### src/hdl/nmp_pkg.sv
// ---------------------------------------------------------------------------
// nmp_pkg
// Shared types and constants for the nearest marker pairing block.
// ---------------------------------------------------------------------------
package nmp_pkg;

  // Operation codes carried in the input tuser
  localparam logic OP_WRITE = 1'b0;
  localparam logic OP_QUERY = 1'b1;

  // Team colors
  localparam logic TEAM_BLUE   = 1'b0;
  localparam logic TEAM_YELLOW = 1'b1;

  // Result field widths, fixed by the stream format
  localparam int unsigned SLOT_OUT_W = 4;
  localparam int unsigned DIST_W     = 21;
  localparam int unsigned COLOR_W    = 3;
  localparam logic [DIST_W-1:0] DIST_MAX = {DIST_W{1'b1}};

  // Scan sequencer states
  typedef enum logic [2:0] {
    S_IDLE,
    S_CHECK,
    S_SQX,
    S_SQY,
    S_DONE
  } nmp_state_e;

  // One finished query result
  typedef struct packed {
    logic                  found;
    logic                  nearest_team;
    logic [SLOT_OUT_W-1:0] nearest_slot;
    logic [DIST_W-1:0]     distance_sq;
    logic                  is_own_team;
    logic [COLOR_W-1:0]    color_out;
  } nmp_result_t;

endpackage

### src/hdl/nmp_table.sv
// ---------------------------------------------------------------------------
// nmp_table
// Marker table: coordinate memory with registered read, plus valid flops.
// ---------------------------------------------------------------------------
module nmp_table #(
  parameter int unsigned SLOTS_PER_TEAM = 16,
  parameter int unsigned COORD_BITS     = 10,
  parameter int unsigned IDX_W          = 5
) (
  input  logic                  clk_i,
  input  logic                  rst_ni,
  input  logic                  wr_en_i,
  input  logic [IDX_W-1:0]      wr_addr_i,
  input  logic [COORD_BITS-1:0] wr_x_i,
  input  logic [COORD_BITS-1:0] wr_y_i,
  input  logic                  wr_valid_i,
  input  logic [IDX_W-1:0]      addr_i,
  input  logic                  rd_en_i,
  output logic                  chk_valid_o,
  output logic [COORD_BITS-1:0] rd_x_o,
  output logic [COORD_BITS-1:0] rd_y_o
);

  localparam int unsigned DEPTH = 2 * SLOTS_PER_TEAM;

  logic [2*COORD_BITS-1:0] mem [DEPTH];
  logic [2*COORD_BITS-1:0] rd_q;
  logic [DEPTH-1:0]        valid_q;

  // Write coordinates; read them back registered
  always_ff @(posedge clk_i) begin
    if (wr_en_i) begin
      mem[wr_addr_i] <= {wr_y_i, wr_x_i};
    end
    if (rd_en_i) begin
      rd_q <= mem[addr_i];
    end
  end

  // Hold valid bits, cleared at reset so the table starts empty
  always_ff @(posedge clk_i or negedge rst_ni) begin
    if (!rst_ni) begin
      valid_q <= '0;
    end else if (wr_en_i) begin
      valid_q[wr_addr_i] <= wr_valid_i;
    end
  end

  assign chk_valid_o = valid_q[addr_i];
  assign rd_x_o      = rd_q[COORD_BITS-1:0];
  assign rd_y_o      = rd_q[2*COORD_BITS-1:COORD_BITS];

endmodule

### src/hdl/nmp_sqdist.sv
// ---------------------------------------------------------------------------
// nmp_sqdist
// Shared squaring unit: absolute difference of two coordinates, squared.
// ---------------------------------------------------------------------------
module nmp_sqdist #(
  parameter int unsigned COORD_BITS = 10
) (
  input  logic [COORD_BITS-1:0]   a_i,
  input  logic [COORD_BITS-1:0]   b_i,
  output logic [2*COORD_BITS-1:0] sq_o
);

  logic [COORD_BITS-1:0]   diff;
  logic [2*COORD_BITS-1:0] diff_ext;

  // Take the magnitude, then square it
  always_comb begin
    diff     = (a_i >= b_i) ? (a_i - b_i) : (b_i - a_i);
    diff_ext = (2*COORD_BITS)'(diff);
    sq_o     = diff_ext * diff_ext;
  end

endmodule

### src/hdl/nmp_ctrl.sv
// ---------------------------------------------------------------------------
// nmp_ctrl
// Scan sequencer: walks blue then yellow slots, tracks the nearest marker.
// ---------------------------------------------------------------------------
module nmp_ctrl #(
  parameter int unsigned SLOTS_PER_TEAM = 16,
  parameter int unsigned COORD_BITS     = 10,
  parameter int unsigned IDX_W          = 5
) (
  input  logic                        clk_i,
  input  logic                        rst_ni,
  input  logic                        start_i,
  input  logic [COORD_BITS-1:0]       qx_i,
  input  logic [COORD_BITS-1:0]       qy_i,
  input  logic [nmp_pkg::COLOR_W-1:0] color_i,
  input  logic                        own_team_i,
  input  logic                        chk_valid_i,
  input  logic [COORD_BITS-1:0]       rd_x_i,
  input  logic [COORD_BITS-1:0]       rd_y_i,
  input  logic [2*COORD_BITS-1:0]     sq_i,
  input  logic                        res_taken_i,
  output logic                        idle_o,
  output logic [IDX_W-1:0]            addr_o,
  output logic                        rd_en_o,
  output logic [COORD_BITS-1:0]       op_a_o,
  output logic [COORD_BITS-1:0]       op_b_o,
  output logic                        res_valid_o,
  output nmp_pkg::nmp_result_t        res_o
);

  import nmp_pkg::*;

  localparam int unsigned SLOT_W = (SLOTS_PER_TEAM > 1) ? $clog2(SLOTS_PER_TEAM) : 1;
  localparam int unsigned SQ_W   = 2 * COORD_BITS;
  localparam int unsigned SUM_W  = SQ_W + 1;
  localparam int unsigned CMP_W  = (SUM_W > DIST_W) ? SUM_W : DIST_W;

  nmp_state_e state_q, state_d;

  logic                  team_q;
  logic [SLOT_W-1:0]     slot_q;
  logic                  found_q;
  logic [SUM_W-1:0]      best_q;
  logic                  best_team_q;
  logic [SLOT_W-1:0]     best_slot_q;
  logic [SQ_W-1:0]       sqx_q;
  logic [COORD_BITS-1:0] qx_q;
  logic [COORD_BITS-1:0] qy_q;
  logic [COLOR_W-1:0]    color_q;

  logic             slot_last;
  logic             sel_y;
  logic [SUM_W-1:0] sum;
  logic             better;
  logic [DIST_W-1:0] dist_sat;

  assign slot_last = (slot_q == SLOT_W'(SLOTS_PER_TEAM - 1));
  assign addr_o    = team_q ? (IDX_W'(SLOTS_PER_TEAM) + IDX_W'(slot_q)) : IDX_W'(slot_q);
  assign sum       = SUM_W'(sqx_q) + SUM_W'(sq_i);
  assign better    = !found_q || (sum < best_q);

  // Next state
  always_comb begin
    state_d = state_q;
    unique case (state_q)
      S_IDLE: begin
        if (start_i) begin
          state_d = S_CHECK;
        end
      end
      S_CHECK: begin
        if (chk_valid_i) begin
          state_d = S_SQX;
        end else if (team_q == TEAM_YELLOW) begin
          state_d = S_DONE;
        end
      end
      S_SQX: begin
        state_d = S_SQY;
      end
      S_SQY: begin
        if (slot_last && (team_q == TEAM_YELLOW)) begin
          state_d = S_DONE;
        end else begin
          state_d = S_CHECK;
        end
      end
      S_DONE: begin
        if (res_taken_i) begin
          state_d = S_IDLE;
        end
      end
      default: state_d = S_IDLE;
    endcase
  end

  // Control strobes
  always_comb begin
    idle_o      = 1'b0;
    rd_en_o     = 1'b0;
    sel_y       = 1'b0;
    res_valid_o = 1'b0;
    unique case (state_q)
      S_IDLE:  idle_o      = 1'b1;
      S_CHECK: rd_en_o     = chk_valid_i;
      S_SQX:   sel_y       = 1'b0;
      S_SQY:   sel_y       = 1'b1;
      S_DONE:  res_valid_o = 1'b1;
      default: idle_o      = 1'b0;
    endcase
  end

  // Steer the shared squaring unit: x term first, then y term
  assign op_a_o = sel_y ? qy_q : qx_q;
  assign op_b_o = sel_y ? rd_y_i : rd_x_i;

  always_ff @(posedge clk_i or negedge rst_ni) begin
    if (!rst_ni) begin
      state_q <= S_IDLE;
    end else begin
      state_q <= state_d;
    end
  end

  // Advance the scan position and the found flag
  always_ff @(posedge clk_i or negedge rst_ni) begin
    if (!rst_ni) begin
      team_q  <= TEAM_BLUE;
      slot_q  <= '0;
      found_q <= 1'b0;
    end else begin
      if (state_q == S_IDLE && start_i) begin
        team_q  <= TEAM_BLUE;
        slot_q  <= '0;
        found_q <= 1'b0;
      end else if (state_q == S_CHECK && !chk_valid_i && team_q == TEAM_BLUE) begin
        team_q <= TEAM_YELLOW;
        slot_q <= '0;
      end else if (state_q == S_SQY) begin
        if (better) begin
          found_q <= 1'b1;
        end
        if (slot_last) begin
          if (team_q == TEAM_BLUE) begin
            team_q <= TEAM_YELLOW;
            slot_q <= '0;
          end
        end else begin
          slot_q <= slot_q + 1'b1;
        end
      end
    end
  end

  // Hold query operands, partial square and best candidate
  always_ff @(posedge clk_i) begin
    if (state_q == S_IDLE && start_i) begin
      qx_q    <= qx_i;
      qy_q    <= qy_i;
      color_q <= color_i;
    end
    if (state_q == S_SQX) begin
      sqx_q <= sq_i;
    end
    if (state_q == S_SQY && better) begin
      best_q      <= sum;
      best_team_q <= team_q;
      best_slot_q <= slot_q;
    end
  end

  // Saturate the distance and build the result
  always_comb begin
    if (CMP_W'(best_q) > CMP_W'(DIST_MAX)) begin
      dist_sat = DIST_MAX;
    end else begin
      dist_sat = DIST_W'(best_q);
    end
    res_o.found        = found_q;
    res_o.nearest_team = found_q ? best_team_q : TEAM_BLUE;
    res_o.nearest_slot = found_q ? SLOT_OUT_W'(best_slot_q) : '0;
    res_o.distance_sq  = found_q ? dist_sat : '0;
    res_o.is_own_team  = found_q && (best_team_q == own_team_i);
    res_o.color_out    = color_q;
  end

endmodule

### src/hdl/nearest_marker_pairing_top.sv
// ---------------------------------------------------------------------------
// nearest_marker_pairing_top
// Nearest team marker search by squared distance over a two-color table.
// ---------------------------------------------------------------------------
// Write requests give no result.
// A query scans each color's slots in order up to that color's first invalid slot;
//   each valid slot is checked, then its x and y terms are squared and summed.
// One query at a time, the input reopens in the cycle after the result is loaded;
//   a full, stalled output register holds both. One squaring unit, x term then y term.
// Reset clears the valid bits (empty table), own_team and all control state.
module nearest_marker_pairing_top #(
  parameter int unsigned SLOTS_PER_TEAM = 16,
  parameter int unsigned COORD_BITS     = 10
) (
  input  logic        clk_i,
  input  logic        rst_ni,
  // Configuration write: own_team
  input  logic        cfg_valid_i,
  output logic        cfg_ready_o,
  input  logic        cfg_data_i,
  // Request stream
  input  logic        s_axis_tvalid,
  output logic        s_axis_tready,
  // tdata: team_select[0], slot[4:1], entry_valid[5], pos_x[15:6],
  //        pos_y[25:16], secondary_color[28:26], zero fill [31:29]
  input  logic [31:0] s_axis_tdata,
  // tuser: operation[0]
  input  logic        s_axis_tuser,
  // Result stream
  output logic        m_axis_tvalid,
  input  logic        m_axis_tready,
  // tdata: found[0], nearest_team[1], nearest_slot[5:2], distance_sq[26:6],
  //        is_own_team[27], color_out[30:28], zero fill [31]
  output logic [31:0] m_axis_tdata
);

  import nmp_pkg::*;

  localparam int unsigned IDX_W = $clog2(2 * SLOTS_PER_TEAM);

  logic                  in_accept;
  logic                  in_team;
  logic [3:0]            in_slot;
  logic                  in_valid_bit;
  logic [COORD_BITS-1:0] in_x;
  logic [COORD_BITS-1:0] in_y;
  logic [COLOR_W-1:0]    in_color;

  logic                  own_team_q;
  logic                  wr_en;
  logic [IDX_W-1:0]      wr_addr;
  logic                  start;

  logic                  idle;
  logic [IDX_W-1:0]      addr;
  logic                  rd_en;
  logic                  chk_valid;
  logic [COORD_BITS-1:0] rd_x;
  logic [COORD_BITS-1:0] rd_y;
  logic [COORD_BITS-1:0] op_a;
  logic [COORD_BITS-1:0] op_b;
  logic [2*COORD_BITS-1:0] sq;
  logic                  res_valid;
  logic                  res_taken;
  nmp_result_t           res;

  logic                  m_valid_q;
  logic [31:0]           m_data_q;

  // Unpack the request
  assign in_team      = s_axis_tdata[0];
  assign in_slot      = s_axis_tdata[4:1];
  assign in_valid_bit = s_axis_tdata[5];
  assign in_x         = COORD_BITS'(s_axis_tdata[15:6]);
  assign in_y         = COORD_BITS'(s_axis_tdata[25:16]);
  assign in_color     = s_axis_tdata[28:26];

  assign s_axis_tready = idle;
  assign in_accept     = s_axis_tvalid && s_axis_tready;

  // Drop writes to slots beyond the table
  assign wr_en   = in_accept && (s_axis_tuser == OP_WRITE)
                   && (32'(in_slot) < SLOTS_PER_TEAM);
  assign wr_addr = (in_team == TEAM_YELLOW) ? (IDX_W'(SLOTS_PER_TEAM) + IDX_W'(in_slot))
                                            : IDX_W'(in_slot);
  assign start   = in_accept && (s_axis_tuser == OP_QUERY);

  // Configuration register
  assign cfg_ready_o = 1'b1;
  always_ff @(posedge clk_i or negedge rst_ni) begin
    if (!rst_ni) begin
      own_team_q <= TEAM_BLUE;
    end else if (cfg_valid_i) begin
      own_team_q <= cfg_data_i;
    end
  end

  nmp_table #(
    .SLOTS_PER_TEAM (SLOTS_PER_TEAM),
    .COORD_BITS     (COORD_BITS),
    .IDX_W          (IDX_W)
  ) u_table (
    .clk_i       (clk_i),
    .rst_ni      (rst_ni),
    .wr_en_i     (wr_en),
    .wr_addr_i   (wr_addr),
    .wr_x_i      (in_x),
    .wr_y_i      (in_y),
    .wr_valid_i  (in_valid_bit),
    .addr_i      (addr),
    .rd_en_i     (rd_en),
    .chk_valid_o (chk_valid),
    .rd_x_o      (rd_x),
    .rd_y_o      (rd_y)
  );

  nmp_sqdist #(
    .COORD_BITS (COORD_BITS)
  ) u_sqdist (
    .a_i  (op_a),
    .b_i  (op_b),
    .sq_o (sq)
  );

  nmp_ctrl #(
    .SLOTS_PER_TEAM (SLOTS_PER_TEAM),
    .COORD_BITS     (COORD_BITS),
    .IDX_W          (IDX_W)
  ) u_ctrl (
    .clk_i       (clk_i),
    .rst_ni      (rst_ni),
    .start_i     (start),
    .qx_i        (in_x),
    .qy_i        (in_y),
    .color_i     (in_color),
    .own_team_i  (own_team_q),
    .chk_valid_i (chk_valid),
    .rd_x_i      (rd_x),
    .rd_y_i      (rd_y),
    .sq_i        (sq),
    .res_taken_i (res_taken),
    .idle_o      (idle),
    .addr_o      (addr),
    .rd_en_o     (rd_en),
    .op_a_o      (op_a),
    .op_b_o      (op_b),
    .res_valid_o (res_valid),
    .res_o       (res)
  );

  // Load the output register when it is empty or being drained
  assign res_taken = res_valid && (!m_valid_q || m_axis_tready);

  always_ff @(posedge clk_i or negedge rst_ni) begin
    if (!rst_ni) begin
      m_valid_q <= 1'b0;
    end else if (res_taken) begin
      m_valid_q <= 1'b1;
    end else if (m_axis_tready) begin
      m_valid_q <= 1'b0;
    end
  end

  always_ff @(posedge clk_i) begin
    if (res_taken) begin
      m_data_q <= {1'b0, res.color_out, res.is_own_team, res.distance_sq,
                   res.nearest_slot, res.nearest_team, res.found};
    end
  end

  assign m_axis_tvalid = m_valid_q;
  assign m_axis_tdata  = m_data_q;

endmodule
### config.mk
export PLATFORM = sky130hd
export DESIGN_NAME = nearest_marker_pairing_top
export DESIGN_NICKNAME = d
export VERILOG_FILES = /design/src/hdl/nmp_pkg.sv /design/src/hdl/nmp_table.sv /design/src/hdl/nmp_sqdist.sv /design/src/hdl/nmp_ctrl.sv /design/src/hdl/nearest_marker_pairing_top.sv
export SDC_FILE = /design/constraint.sdc
export NUM_CORES = 1
export LEC_CHECK = 0
export BUFFER_PORTS_ARGS = -buffer_cell sky130_fd_sc_hd__buf_2
export CAP_MARGIN = 20
export CORE_MARGIN = 2
export CORE_UTILIZATION = 38
export CTS_CLUSTER_DIAMETER = 30
export DETAILED_ROUTE_END_ITERATION = 10
export SETUP_SLACK_MARGIN = 0.05
export SKIP_CTS_REPAIR_TIMING = 1
export SLEW_MARGIN = 0
export SYNTH_ARGS = -nofsm -noshare
export SYNTH_HDL_FRONTEND = slang
export SYNTH_SLANG_ARGS = --single-unit
### constraint.sdc
create_clock -name clk_i -period 11.3 [get_ports clk_i]
set_input_delay 1.13 -clock clk_i [delete_from_list [all_inputs] [get_ports clk_i]]
set_output_delay 1.13 -clock clk_i [all_outputs]
set_load 0.05 [all_outputs]
# Word level (Yosys, flattened, before mapping)
# Memory sizes are Yosys's and may differ from the RTL's. A register that Yosys moved wholly into a read port is not among the register bits.
# Cells that the tools add are included.
dict set report totals {
  reg_bits 143
  mem_bits_rw 640
  output_inout_bits 35
  memories 1
}
# memory words width read_ports rd_ports_with_merged_regs write_ports line_no
set mem_list {}
lappend mem_list {u_table.mem 32 20 1 1 1 nmp_table.sv:26} ;# logic [2*COORD_BITS-1:0] mem [DEPTH];
dict set report classes {
  addsub 6
  mul 1
  n_lt_le_gt_ge 6
  n_eq_ne 11
  mux 38
  bitwise 2
  n_reduce_logical 26
}
# cell count
set ops {}
lappend ops {{32-bit bitwise mux} 1}
lappend ops {{10-bit 2-to-1 mux} 3}
lappend ops {{20-bit by 20-bit adder with 21-bit output} 1}
lappend ops {{21-bit > comparator, second input constant} 1}
lappend ops {{21-bit < comparator} 1}
lappend ops {{21-bit 2-to-1 mux} 1}
lappend ops {{10-bit by 10-bit multiplier with 20-bit output} 1}
lappend ops {{4-bit 2-to-1 mux} 5}
lappend ops {{10-bit subtractor} 2}
lappend ops {{1-bit 2-to-1 mux} 18}
lappend ops {{3-bit 2-to-1 mux} 5}
lappend ops {{3-bit one-hot mux with 5 select lines} 1}
lappend ops {{5-bit by 6-bit < comparator with 1-bit output, second input constant} 2}
lappend ops {{1-bit logical AND} 11}
lappend ops {{5-bit by 4-bit adder with 5-bit output, first input constant} 2}
lappend ops {{10-bit greater-or-equal comparator} 1}
lappend ops {{5-bit 2-to-1 mux} 2}
lappend ops {{3-bit by 2-bit equality test with 1-bit output, second input constant} 2}
lappend ops {{3-bit AND reduction} 2}
lappend ops {{2-bit nonzero test} 3}
lappend ops {{3-bit nonzero test} 2}
lappend ops {{1-bit binary-select mux with 5-bit select} 1}
lappend ops {{1-bit demux with 5-bit select} 1}
lappend ops {{5-bit by 1-bit greater-or-equal comparator with 1-bit output, second input constant} 1}
lappend ops {{other kinds (14)} 20}

# Longest topological paths before layout
# Gate-level depths: netlist (run 1).
dict set report depth {
  ltp_word 13
  depth_mapped 54
  depth_no_buf 51
}

# Cells and area by module
# Synthesis (run 1) repeated with hierarchy kept, for this count alone.
dict set report hier_totals {
  hier_cells 2395
  area_unflattened_um2 36359.9
}
# module n_inst cells_each area_per_inst_um2 seq_area_each_um2
set by_module_without_submodules {}
lappend by_module_without_submodules {nmp_table 1 1515 27143.5 20619.8}
lappend by_module_without_submodules {nmp_ctrl 1 383 4503.1 2297.2}
lappend by_module_without_submodules {nmp_sqdist 1 453 3662.3 0.0}
lappend by_module_without_submodules {nearest_marker_pairing_top 1 44 1051.0 980.9}

# Least setup slack after synthesis (run 1)
# OpenSTA, ideal clock, no wires.
dict set report synth_timing {
  path_type {register to register}
  startpoint {register u_ctrl.state_q[0]}
  endpoint {register u_ctrl.best_q[0], enable pin}
  setup_ps 418
  arrival_time_ps 11879
  t_required_ps 10882
  slack_ps -997
  stages_incl_launch_ff 52
  path_buffers 2
  cell_sequence {dfrtp_1 > nor2b_1 > and2_1 > clkbuf_1 > buf_1 > nand2_1 > nand2_1 > inv_1 > ha_1 > fa_1 > nor2b_4 > o31ai_2 > a21o_1 > a221oi_2 > nor2_1 > a22o_1 > a221oi_4 > xnor2_2 > [... 16 more ...] > o31ai_2 > a41o_1 > a21oi_1 > xnor2_1 > ha_1 > a21o_1 > or3_1 > a311o_1 > a31o_2 > a21oi_1 > xnor2_1 > ha_1 > nor2b_1 > o21ai_0 > nand2b_1 > o21ai_0 > o21ai_0 > a21oi_1}
}
dict set report synth_via {
  elab_chain_len 10
  elab_cells_between_ends 13
  classes_between {add/sub: 3; mul: 1; order compare: 2; eq/ne: 1; mux: 4; reduce/logical: 2}
}
# element line_no
set synth_lines {}
lappend synth_lines {{start: declaration} nmp_ctrl.sv:38} ;# nmp_state_e state_q, state_d;
lappend synth_lines {{start signal: assignment} nmp_ctrl.sv:121} ;# state_q <= state_d;
lappend synth_lines {{3-bit by 2-bit equality test with 1-bit output (*)} nmp_ctrl.sv:103} ;# unique case (state_q)
lappend synth_lines {{1-bit 2-to-1 mux (*)} nmp_ctrl.sv:103}
lappend synth_lines {{10-bit 2-to-1 mux (on tied branches)} {nmp_ctrl.sv:115, nmp_ctrl.sv:114}}
lappend synth_lines {{10-bit subtractor or 10-bit greater-or-equal comparator (tied branches)} nmp_sqdist.sv:18} ;# diff = (a_i >= b_i) ? (a_i - b_i) : (b_i - a_i);
lappend synth_lines {{10-bit 2-to-1 mux (*)} nmp_sqdist.sv:18}
lappend synth_lines {{10-bit by 10-bit multiplier with 20-bit output (*)} nmp_sqdist.sv:20} ;# sq_o = diff_ext * diff_ext;
lappend synth_lines {{named net sq[16]} nearest_marker_pairing_top.sv:62} ;# logic [2*COORD_BITS-1:0] sq;
lappend synth_lines {{20-bit by 20-bit adder with 21-bit output (*)} nmp_ctrl.sv:59} ;# assign sum = SUM_W'(sqx_q) + SUM_W'(sq_i);
lappend synth_lines {{named net u_ctrl.sum[19]} nmp_ctrl.sv:53} ;# logic [SUM_W-1:0] sum;
lappend synth_lines {{21-bit < comparator (*)} nmp_ctrl.sv:60} ;# assign better = !found_q || (sum < best_q);
lappend synth_lines {{1-bit logical OR (*)} nmp_ctrl.sv:60}
lappend synth_lines {{1-bit logical AND (*)} nmp_ctrl.sv:165} ;# if (state_q == S_SQY && better) begin
lappend synth_lines {{end signal: assignment} nmp_ctrl.sv:166} ;# best_q <= sum;
lappend synth_lines {{end: declaration} nmp_ctrl.sv:43} ;# logic [SUM_W-1:0] best_q;
# The timed path passes the listed nets; every way through them passes the cells marked *.
# A chain may end at the register's enable or synchronous reset.

# Worst setup path in the final report (run 1)
dict set report layout_timing {
  startpoint {register u_ctrl.state_q[2]}
  endpoint {register u_ctrl.best_q[8], enable pin}
}
# Same word-level chain as after synthesis.

==> results.py, run 1 <==
metrics = {
    "sta": {
        "crit_share_post_route": 0.976,
        "hold_viol_final": 0,
        "clock_skew_ns": 0.0376,
        "finalWorstPathRequiredPeriod_ns": 11.03,
        "max-slew-margin-rel": 0.303,
        "max_slew.worst_pin.slew_ns": 1.05,
        "rsz0062_at_grt": "yes",
        "max_clock_freq_ghz": 0.0907,
        "timing.hold.ws_ns": 0.419,
        "timing_max_transition_violations_final": 0,
        "finalSetupViolCount": 0,
    },
    "synthesis": {
        "post_synthesis_cell_area_um2": 36000,
        "post_synth.cell_area_avg_um2": 15.7,
        "synth-seq-cells": 802,
        "synth_largest_area_cell": "edfxtp_1",
        "synth-adder-area-share": 0.0654,
        "yosys.area_share.simple": 0.0517,
        "synth_edf_count": 759,
        "yosysTopAreaCellShare": 0.634,
        "synth_compound_gate_area_share": 0.0626,
        "synth.area.top_cells": "edfxtp_1 (63%), mux4_2 (5.6%), ha_1 (3.8%)",
        "total_number_of_yosys_warnings": 0,
        "synth.yosys.seq_area_share": 0.664,
        "synth_top_flop_cell": "edfxtp_1",
        "combinational_family_with_the_most_area_after_synthesis": "multiplexers",
        "netlist-cell-type-count": 78,
        "synthMuxAreaShare": 0.119,
        "synth.net_count": 2481,
        "synth.most_common_cell": "edfxtp_1",
        "synth.top_cells.by_count": "edfxtp_1 (759), nand2_1 (171), mux2i_1 (130), inv_1 (114), ha_1 (108)",
        "synth-xor-area-share": 0.0127,
        "syn-instance-count": 2284,
        "async_set_or_reset_register_ratio_after_synthesis": 0.0536,
    },
    "hold_path": {
        "worst_hold_path.num_cells": 0,
        "worstHoldEndpoint": "m_axis_tdata[28]",
        "hp-start": "u_ctrl.color_q[0]",
        "hold_class": "register to register",
    },
    "critical_path": {
        "critPathMaxFanout": 6,
        "path_depth_of_the_worst_reg2reg_path": 47,
        "worst_ep_arrival_time_ns": 11.45,
        "cp_top_family": "adder cells",
        "worstSetupStartpointType": "register",
        "ff2ff_setup_slack_ns": 0.27,
        "critical_path.max_stage_delay_ns": 0.50,
        "timing.setup.critical_path_class": "register to register",
        "worst_path_depth": 47,
        "timing.critical_path.mode_cell": "fa_1",
        "critical_path.n_buffers_inverters": 5,
        "crit_slowest_cell": "fa_1",
        "worst-endpoint-required_ns": 11.72,
        "worstReg2RegStart": "u_ctrl.state_q[2]",
        "critical_path.endpoint_type": "register",
        "r2r-end": "u_ctrl.best_q[8]",
    },
    "clock_network": {
        "cts_num_sinks": 802,
        "cts_tree": "done",
        "clkTransAtPathRegs_ns": 0.04,
        "clock_tree.root_cell": "clkbuf_16",
        "cts_buffers": 143,
        "cts.path.max_buffers": 3,
        "ctsHtreeMaxLevel": 4,
        "worst_skew_pair.late_latency_ns": 0.73,
    },
    "global_route": {
        "global_route.usage.total": 0.172,
        "first_global_vias": 21100,
        "grt_antenna_before_repair": 5,
        "grt_first_pass_wirelength_um": 126000,
        "grt-ovfl-total": 0,
        "grt_start_max_net_pins": 68,
    },
    "run_status": {
        "run_status": "finished clean",
    },
    "floorplanning": {
        "dieArea_um2": 97100,
        "core_region_area_um2": 93600,
        "rows": 112,
        "ioPinCount": 74,
        "initial_core_util": 0.384,
        "die_h_um": 312,
        "die-width_um": 312,
    },
    "placement": {
        "placed_area_um2": 38300,
        "dpl.hpwl_um": 50000,
        "routabilityCongestion": 0.841,
        "placedCellCount": 3600,
        "place.port_buffers": 68,
    },
    "detailed_routing": {
        "first_iter_violations": 1657,
        "routed_wl_um": 84100,
        "drc": 0,
        "antenna_violating_nets_post_route": 0,
        "wl_per_cell_um": 21.6,
        "vias": 20400,
        "vias_per_instance": 5.25,
        "dr.pass1.iters": 5,
    },
    "final_layout": {
        "area_growth_pct": 22.0,
        "final_layout_size_suffix_gt1_frac": 0.275,
        "layoutNonFillerInstCount": 3888,
        "layout.cell_area.non_filler_um2": 43900,
        "antenna_cells": 0,
        "final_core_utilization": 0.469,
        "num-nets-final": 2713,
    },
    "job": {
        "max_cap_viols": 0,
    },
}
==> placed cells by master, fill, tap and decap left out, types with 14 or more instances in the layout <==
cell type,n
clkinv_2,23
a21o_1,21
nand2b_1,23
clkbuf_1,18
mux4_2,90
clkbuf_16,148
o221ai_1,61
nor2_1,64
clkinvlp_4,14
buf_4,112
nand2_1,164
buf_2,68
clkinv_1,17
o21ai_0,83
mux2i_1,124
dfrtp_1,38
inv_1,110
nor2_2,37
o22ai_1,21
fa_1,48
a21oi_1,96
xnor2_1,30
and2_1,29
ha_1,100
edfxtp_1,759
mux2_2,77
bufinv_16,19
==> worst max-delay path by stage <==
stage,start,to,slack (ns)
global route,u_ctrl.state_q[2],u_ctrl.best_q[8],-0.21
detailed placement,u_ctrl.state_q[2],u_ctrl.best_slot_q[1],-0.40
finish,u_ctrl.state_q[2],u_ctrl.best_q[8],0.27
global placement,u_ctrl.state_q[2],u_ctrl.best_slot_q[2],-0.13
CTS,u_ctrl.state_q[2],u_ctrl.best_slot_q[1],-0.44
floorplan,u_ctrl.state_q[0],u_ctrl.best_q[0],0.1
==> state kept, by name, indices dropped and copies added, names as in the netlist, 10 cells and up <==
signal	cells
u_table.mem	640
u_ctrl.qx_q	10
m_axis_tdata	31
u_ctrl.sqx_q	19
u_ctrl.qy_q	10
u_ctrl.best_q	21
u_table.rd_q	20
u_table.valid_q	32
==> worst reg2reg max path: cells and delay by family, from the launching register on <==
kind	cells	cell delay, ns
AND/OR/NAND/NOR	14	2.50
buffers and inverters	5	0.69
adder cells (fa/ha/maj)	9	3.55
AO/OA/AOI/OAI	14	2.41
XOR/XNOR	3	0.58
multiplexers	2	0.65
flip-flops	1	0.39
==> per-layer routing <==
layer | global-route usage | part of all wire
met1 | 0.217 | 0.41
met5 | 0 | 0.00040
met4 | 0.0582 | 0.025
met2 | 0.297 | 0.51
met3 | 0.0314 | 0.052
==> area by class of cell <==
class | instances | area (µm²)
Clock inverter | 98 | 1220
Tap cell | 1254 | 1570
Timing Repair Buffer | 192 | 1370
Sequential cell | 802 | 23900
Multi-Input combinational cell | 1259 | 11700
Clock buffer | 165 | 3730
Inverter | 118 | 448
Fill cell | 7981 | 49700
==> per-stage QoR <==
step | worst slack (ns) | setup TNS [ns]
after floorplan | 0.0965 | 0
after global placement | -0.126 | -3.04
after detailed placement | -0.399 | -10.13
after CTS | -0.443 | -11.02
after global routing | -0.213 | -5.27
final | 0.273 | 0
==> logic make-up (layout without fill, tap and decap cells) <==
logic type                 after synthesis  count (layout)
AOI/OAI and AO/OA                      345             345
xor gates and xnor gates                48              48
adders and majority gates              158             158
and+or+nand+nor                        405             405
DFF                                    802             802
muxes                                  301             301
buffers and inverters                  223             573
other                                    2               2
Power of run 1 is left out: the tool's default activity adds up to more than one toggle a clock period on the data nets, which glitch-free logic cannot reach.
==> run 2, diff against run 1 <==
--- a/config.mk
+++ b/config.mk
@@ -7,7 +7,7 @@
 export LEC_CHECK = 0
 export BUFFER_PORTS_ARGS = -buffer_cell sky130_fd_sc_hd__buf_2
 export CAP_MARGIN = 20
-export CORE_MARGIN = 2
+export CORE_MARGIN = 5
 export CORE_UTILIZATION = 38
 export CTS_CLUSTER_DIAMETER = 30
 export DETAILED_ROUTE_END_ITERATION = 10
==> constraint.sdc (replaced) <==
create_clock -name clk_i -period 11.95 [get_ports clk_i]
set_input_delay 1.195 -clock clk_i [delete_from_list [all_inputs] [get_ports clk_i]]
set_output_delay 1.195 -clock clk_i [all_outputs]
set_load 0.05 [all_outputs]
==> results.py, run 2 (synthesis gave the netlist of run 1 again) <==
metrics = {
    "run_status": {
        "run_status": "finished clean",
    },
    "global_route": {
        "grt_start_max_net_pins": 129,
        "grt_first_pass_wirelength_um": 127000,
        "first_global_vias": 21100,
        "grt-ovfl-total": 0,
        "grt_antenna_before_repair": 3,
        "global_route.usage.total": 0.164,
    },
    "floorplanning": {
        "initial_core_util": 0.384,
        "rows": 112,
        "core_region_area_um2": 93600,
        "dieArea_um2": 101000,
        "die-width_um": 318,
        "ioPinCount": 74,
        "die_h_um": 318,
    },
    "detailed_routing": {
        "vias_per_instance": 5.18,
        "routed_wl_um": 83700,
        "antenna_violating_nets_post_route": 0,
        "dr.pass1.iters": 5,
        "vias": 20000,
        "first_iter_violations": 1428,
        "wl_per_cell_um": 21.7,
        "drc": 0,
    },
    "final_layout": {
        "register_ranked_first_by_flip_flop_count": "u_table.mem",
        "final_layout_size_suffix_gt1_frac": 0.248,
        "layout.cell_area.non_filler_um2": 43400,
        "combined_area_of_the_multi_input_logic_cells_um2": 11400,
        "area_growth_pct": 20.6,
        "largest_register_ff_count": 640,
        "layout.filler_cells": 8139,
        "num-nets-final": 2674,
        "mostFrequentLayoutCell": "edfxtp_1",
        "sequential_cell_area_um2": 23900,
        "layout.cells.most_common_list": "edfxtp_1 (759), nand2_1 (169), clkbuf_16 (147), mux2i_1 (128), inv_1 (114)",
        "antenna_cells": 0,
    },
    "clock_network": {
        "cts.path.max_buffers": 3,
        "clkTransAtPathRegs_ns": 0.05,
        "clock_tree.root_cell": "clkbuf_16",
        "cts_buffers": 145,
        "cts_num_sinks": 802,
        "cts_tree": "done",
        "worst_skew_pair.late_latency_ns": 0.72,
        "ctsHtreeMaxLevel": 4,
    },
    "critical_path": {
        "worstSetupStartpointType": "register",
        "worstReg2RegStart": "u_ctrl.state_q[0]",
        "crit_slowest_cell": "fa_1",
        "worst_setup_path_endpoint": "u_ctrl.best_q[7]",
        "timing.critical_path.from": "u_ctrl.state_q[0]",
        "critical_path.endpoint_type": "register",
        "path_depth_of_the_worst_reg2reg_path": 51,
        "worst_ep_arrival_time_ns": 11.75,
        "r2r-end": "u_ctrl.best_q[7]",
        "worst-endpoint-required_ns": 12.37,
        "timing.setup.critical_path_class": "register to register",
        "ff2ff_setup_slack_ns": 0.62,
        "critPathMaxFanout": 15,
        "critical_path.max_stage_delay_ns": 0.56,
    },
    "sta": {
        "max_clock_freq_ghz": 0.0883,
        "clock_skew_ns": 0.0344,
        "finalSetupViolCount": 0,
        "finalSetupTns_ns": 0,
        "timing_max_transition_violations_final": 0,
        "finalWorstPathRequiredPeriod_ns": 11.33,
        "hold_viol_final": 0,
        "max_slew.worst_pin.slew_ns": 1.10,
        "rsz0062_at_grt": "no",
        "max-slew-margin-rel": 0.265,
        "crit_share_post_route": 0.948,
    },
    "placement": {
        "dpl.hpwl_um": 50100,
        "placed_area_um2": 38100,
        "place.port_buffers": 68,
        "routabilityCongestion": 0.819,
    },
    "hold_path": {
        "hold_class": "register to register",
    },
    "job": {
        "max_cap_viols": 0,
    },
}
-- run 2: changes by cell type in the layout (fill, tap and decap cells not counted), moves of 5 or more --
cell | previous run | this run
buf_4 | 112 | 77
clkinv_2 | 23 | 18
clkinv_4 | 7 | 12
ha_1 | 100 | 107
nand2_1 | 164 | 169
o21ai_0 | 83 | 88
o21ai_2 | 6 | 1
-- run 2: worst max-delay path: cells and delay by family (launching register included) --
family	cells	cell delay (ns)
AOI/OAI and AO/OA	19	3.43
xor gates and xnor gates	3	0.59
adders and majority gates	10	4.09
buffers and inverters	8	0.84
DFF	1	0.44
muxes	1	0.19
and+or+nand+nor	10	1.42
-- run 2: worst min path at each step --
stage                                  from          endpoint  slack [ns]  cells after the start
after global placement    u_ctrl.color_q[1]  m_axis_tdata[29]        0.41                      0
after CTS                 u_ctrl.color_q[1]  m_axis_tdata[29]        0.42                      0
after floorplan           u_ctrl.color_q[0]  m_axis_tdata[28]        0.40                      0
after detailed placement  u_ctrl.color_q[1]  m_axis_tdata[29]        0.41                      0
after global routing      u_ctrl.color_q[0]  m_axis_tdata[28]        0.44                      0
final                     u_ctrl.color_q[0]  m_axis_tdata[28]        0.43                      0
-- run 2: cell type report --
cell class	count	area share
Sequential cell	802	0.551
Clock buffer	164	0.0863
Tap cell	1254	0.0362
Clock inverter	102	0.0302
Timing Repair Buffer	151	0.0231
Inverter	118	0.0103
Multi-Input combinational cell	1259	0.263
-- run 2: through the flow --
step / hold slack (ns) / worst slack [ns] / util / instances
after floorplan: 0.400 / 0.214 / - / 2284
after global placement: 0.408 / 0.272 / 0.407 / 3576
after detailed placement: 0.411 / 0.152 / 0.407 / 3576
after CTS: 0.422 / 0.0909 / 0.461 / 3842
after global routing: 0.438 / 0.0181 / 0.463 / 3850
final: 0.426 / 0.620 / 0.463 / 3850
-- run 2: routing by layer --
layer | up-vias | GRT usage | wire length (µm)
li1 | 9161 | - | -
met1 | 10100 | 0.210 | 35600
met2 | 498 | 0.279 | 41900
met3 | 151 | 0.0365 | 4210
met4 | 4 | 0.0509 | 1950
met5 | - | 0 | 27
Power of run 2 is left out for the same reason.
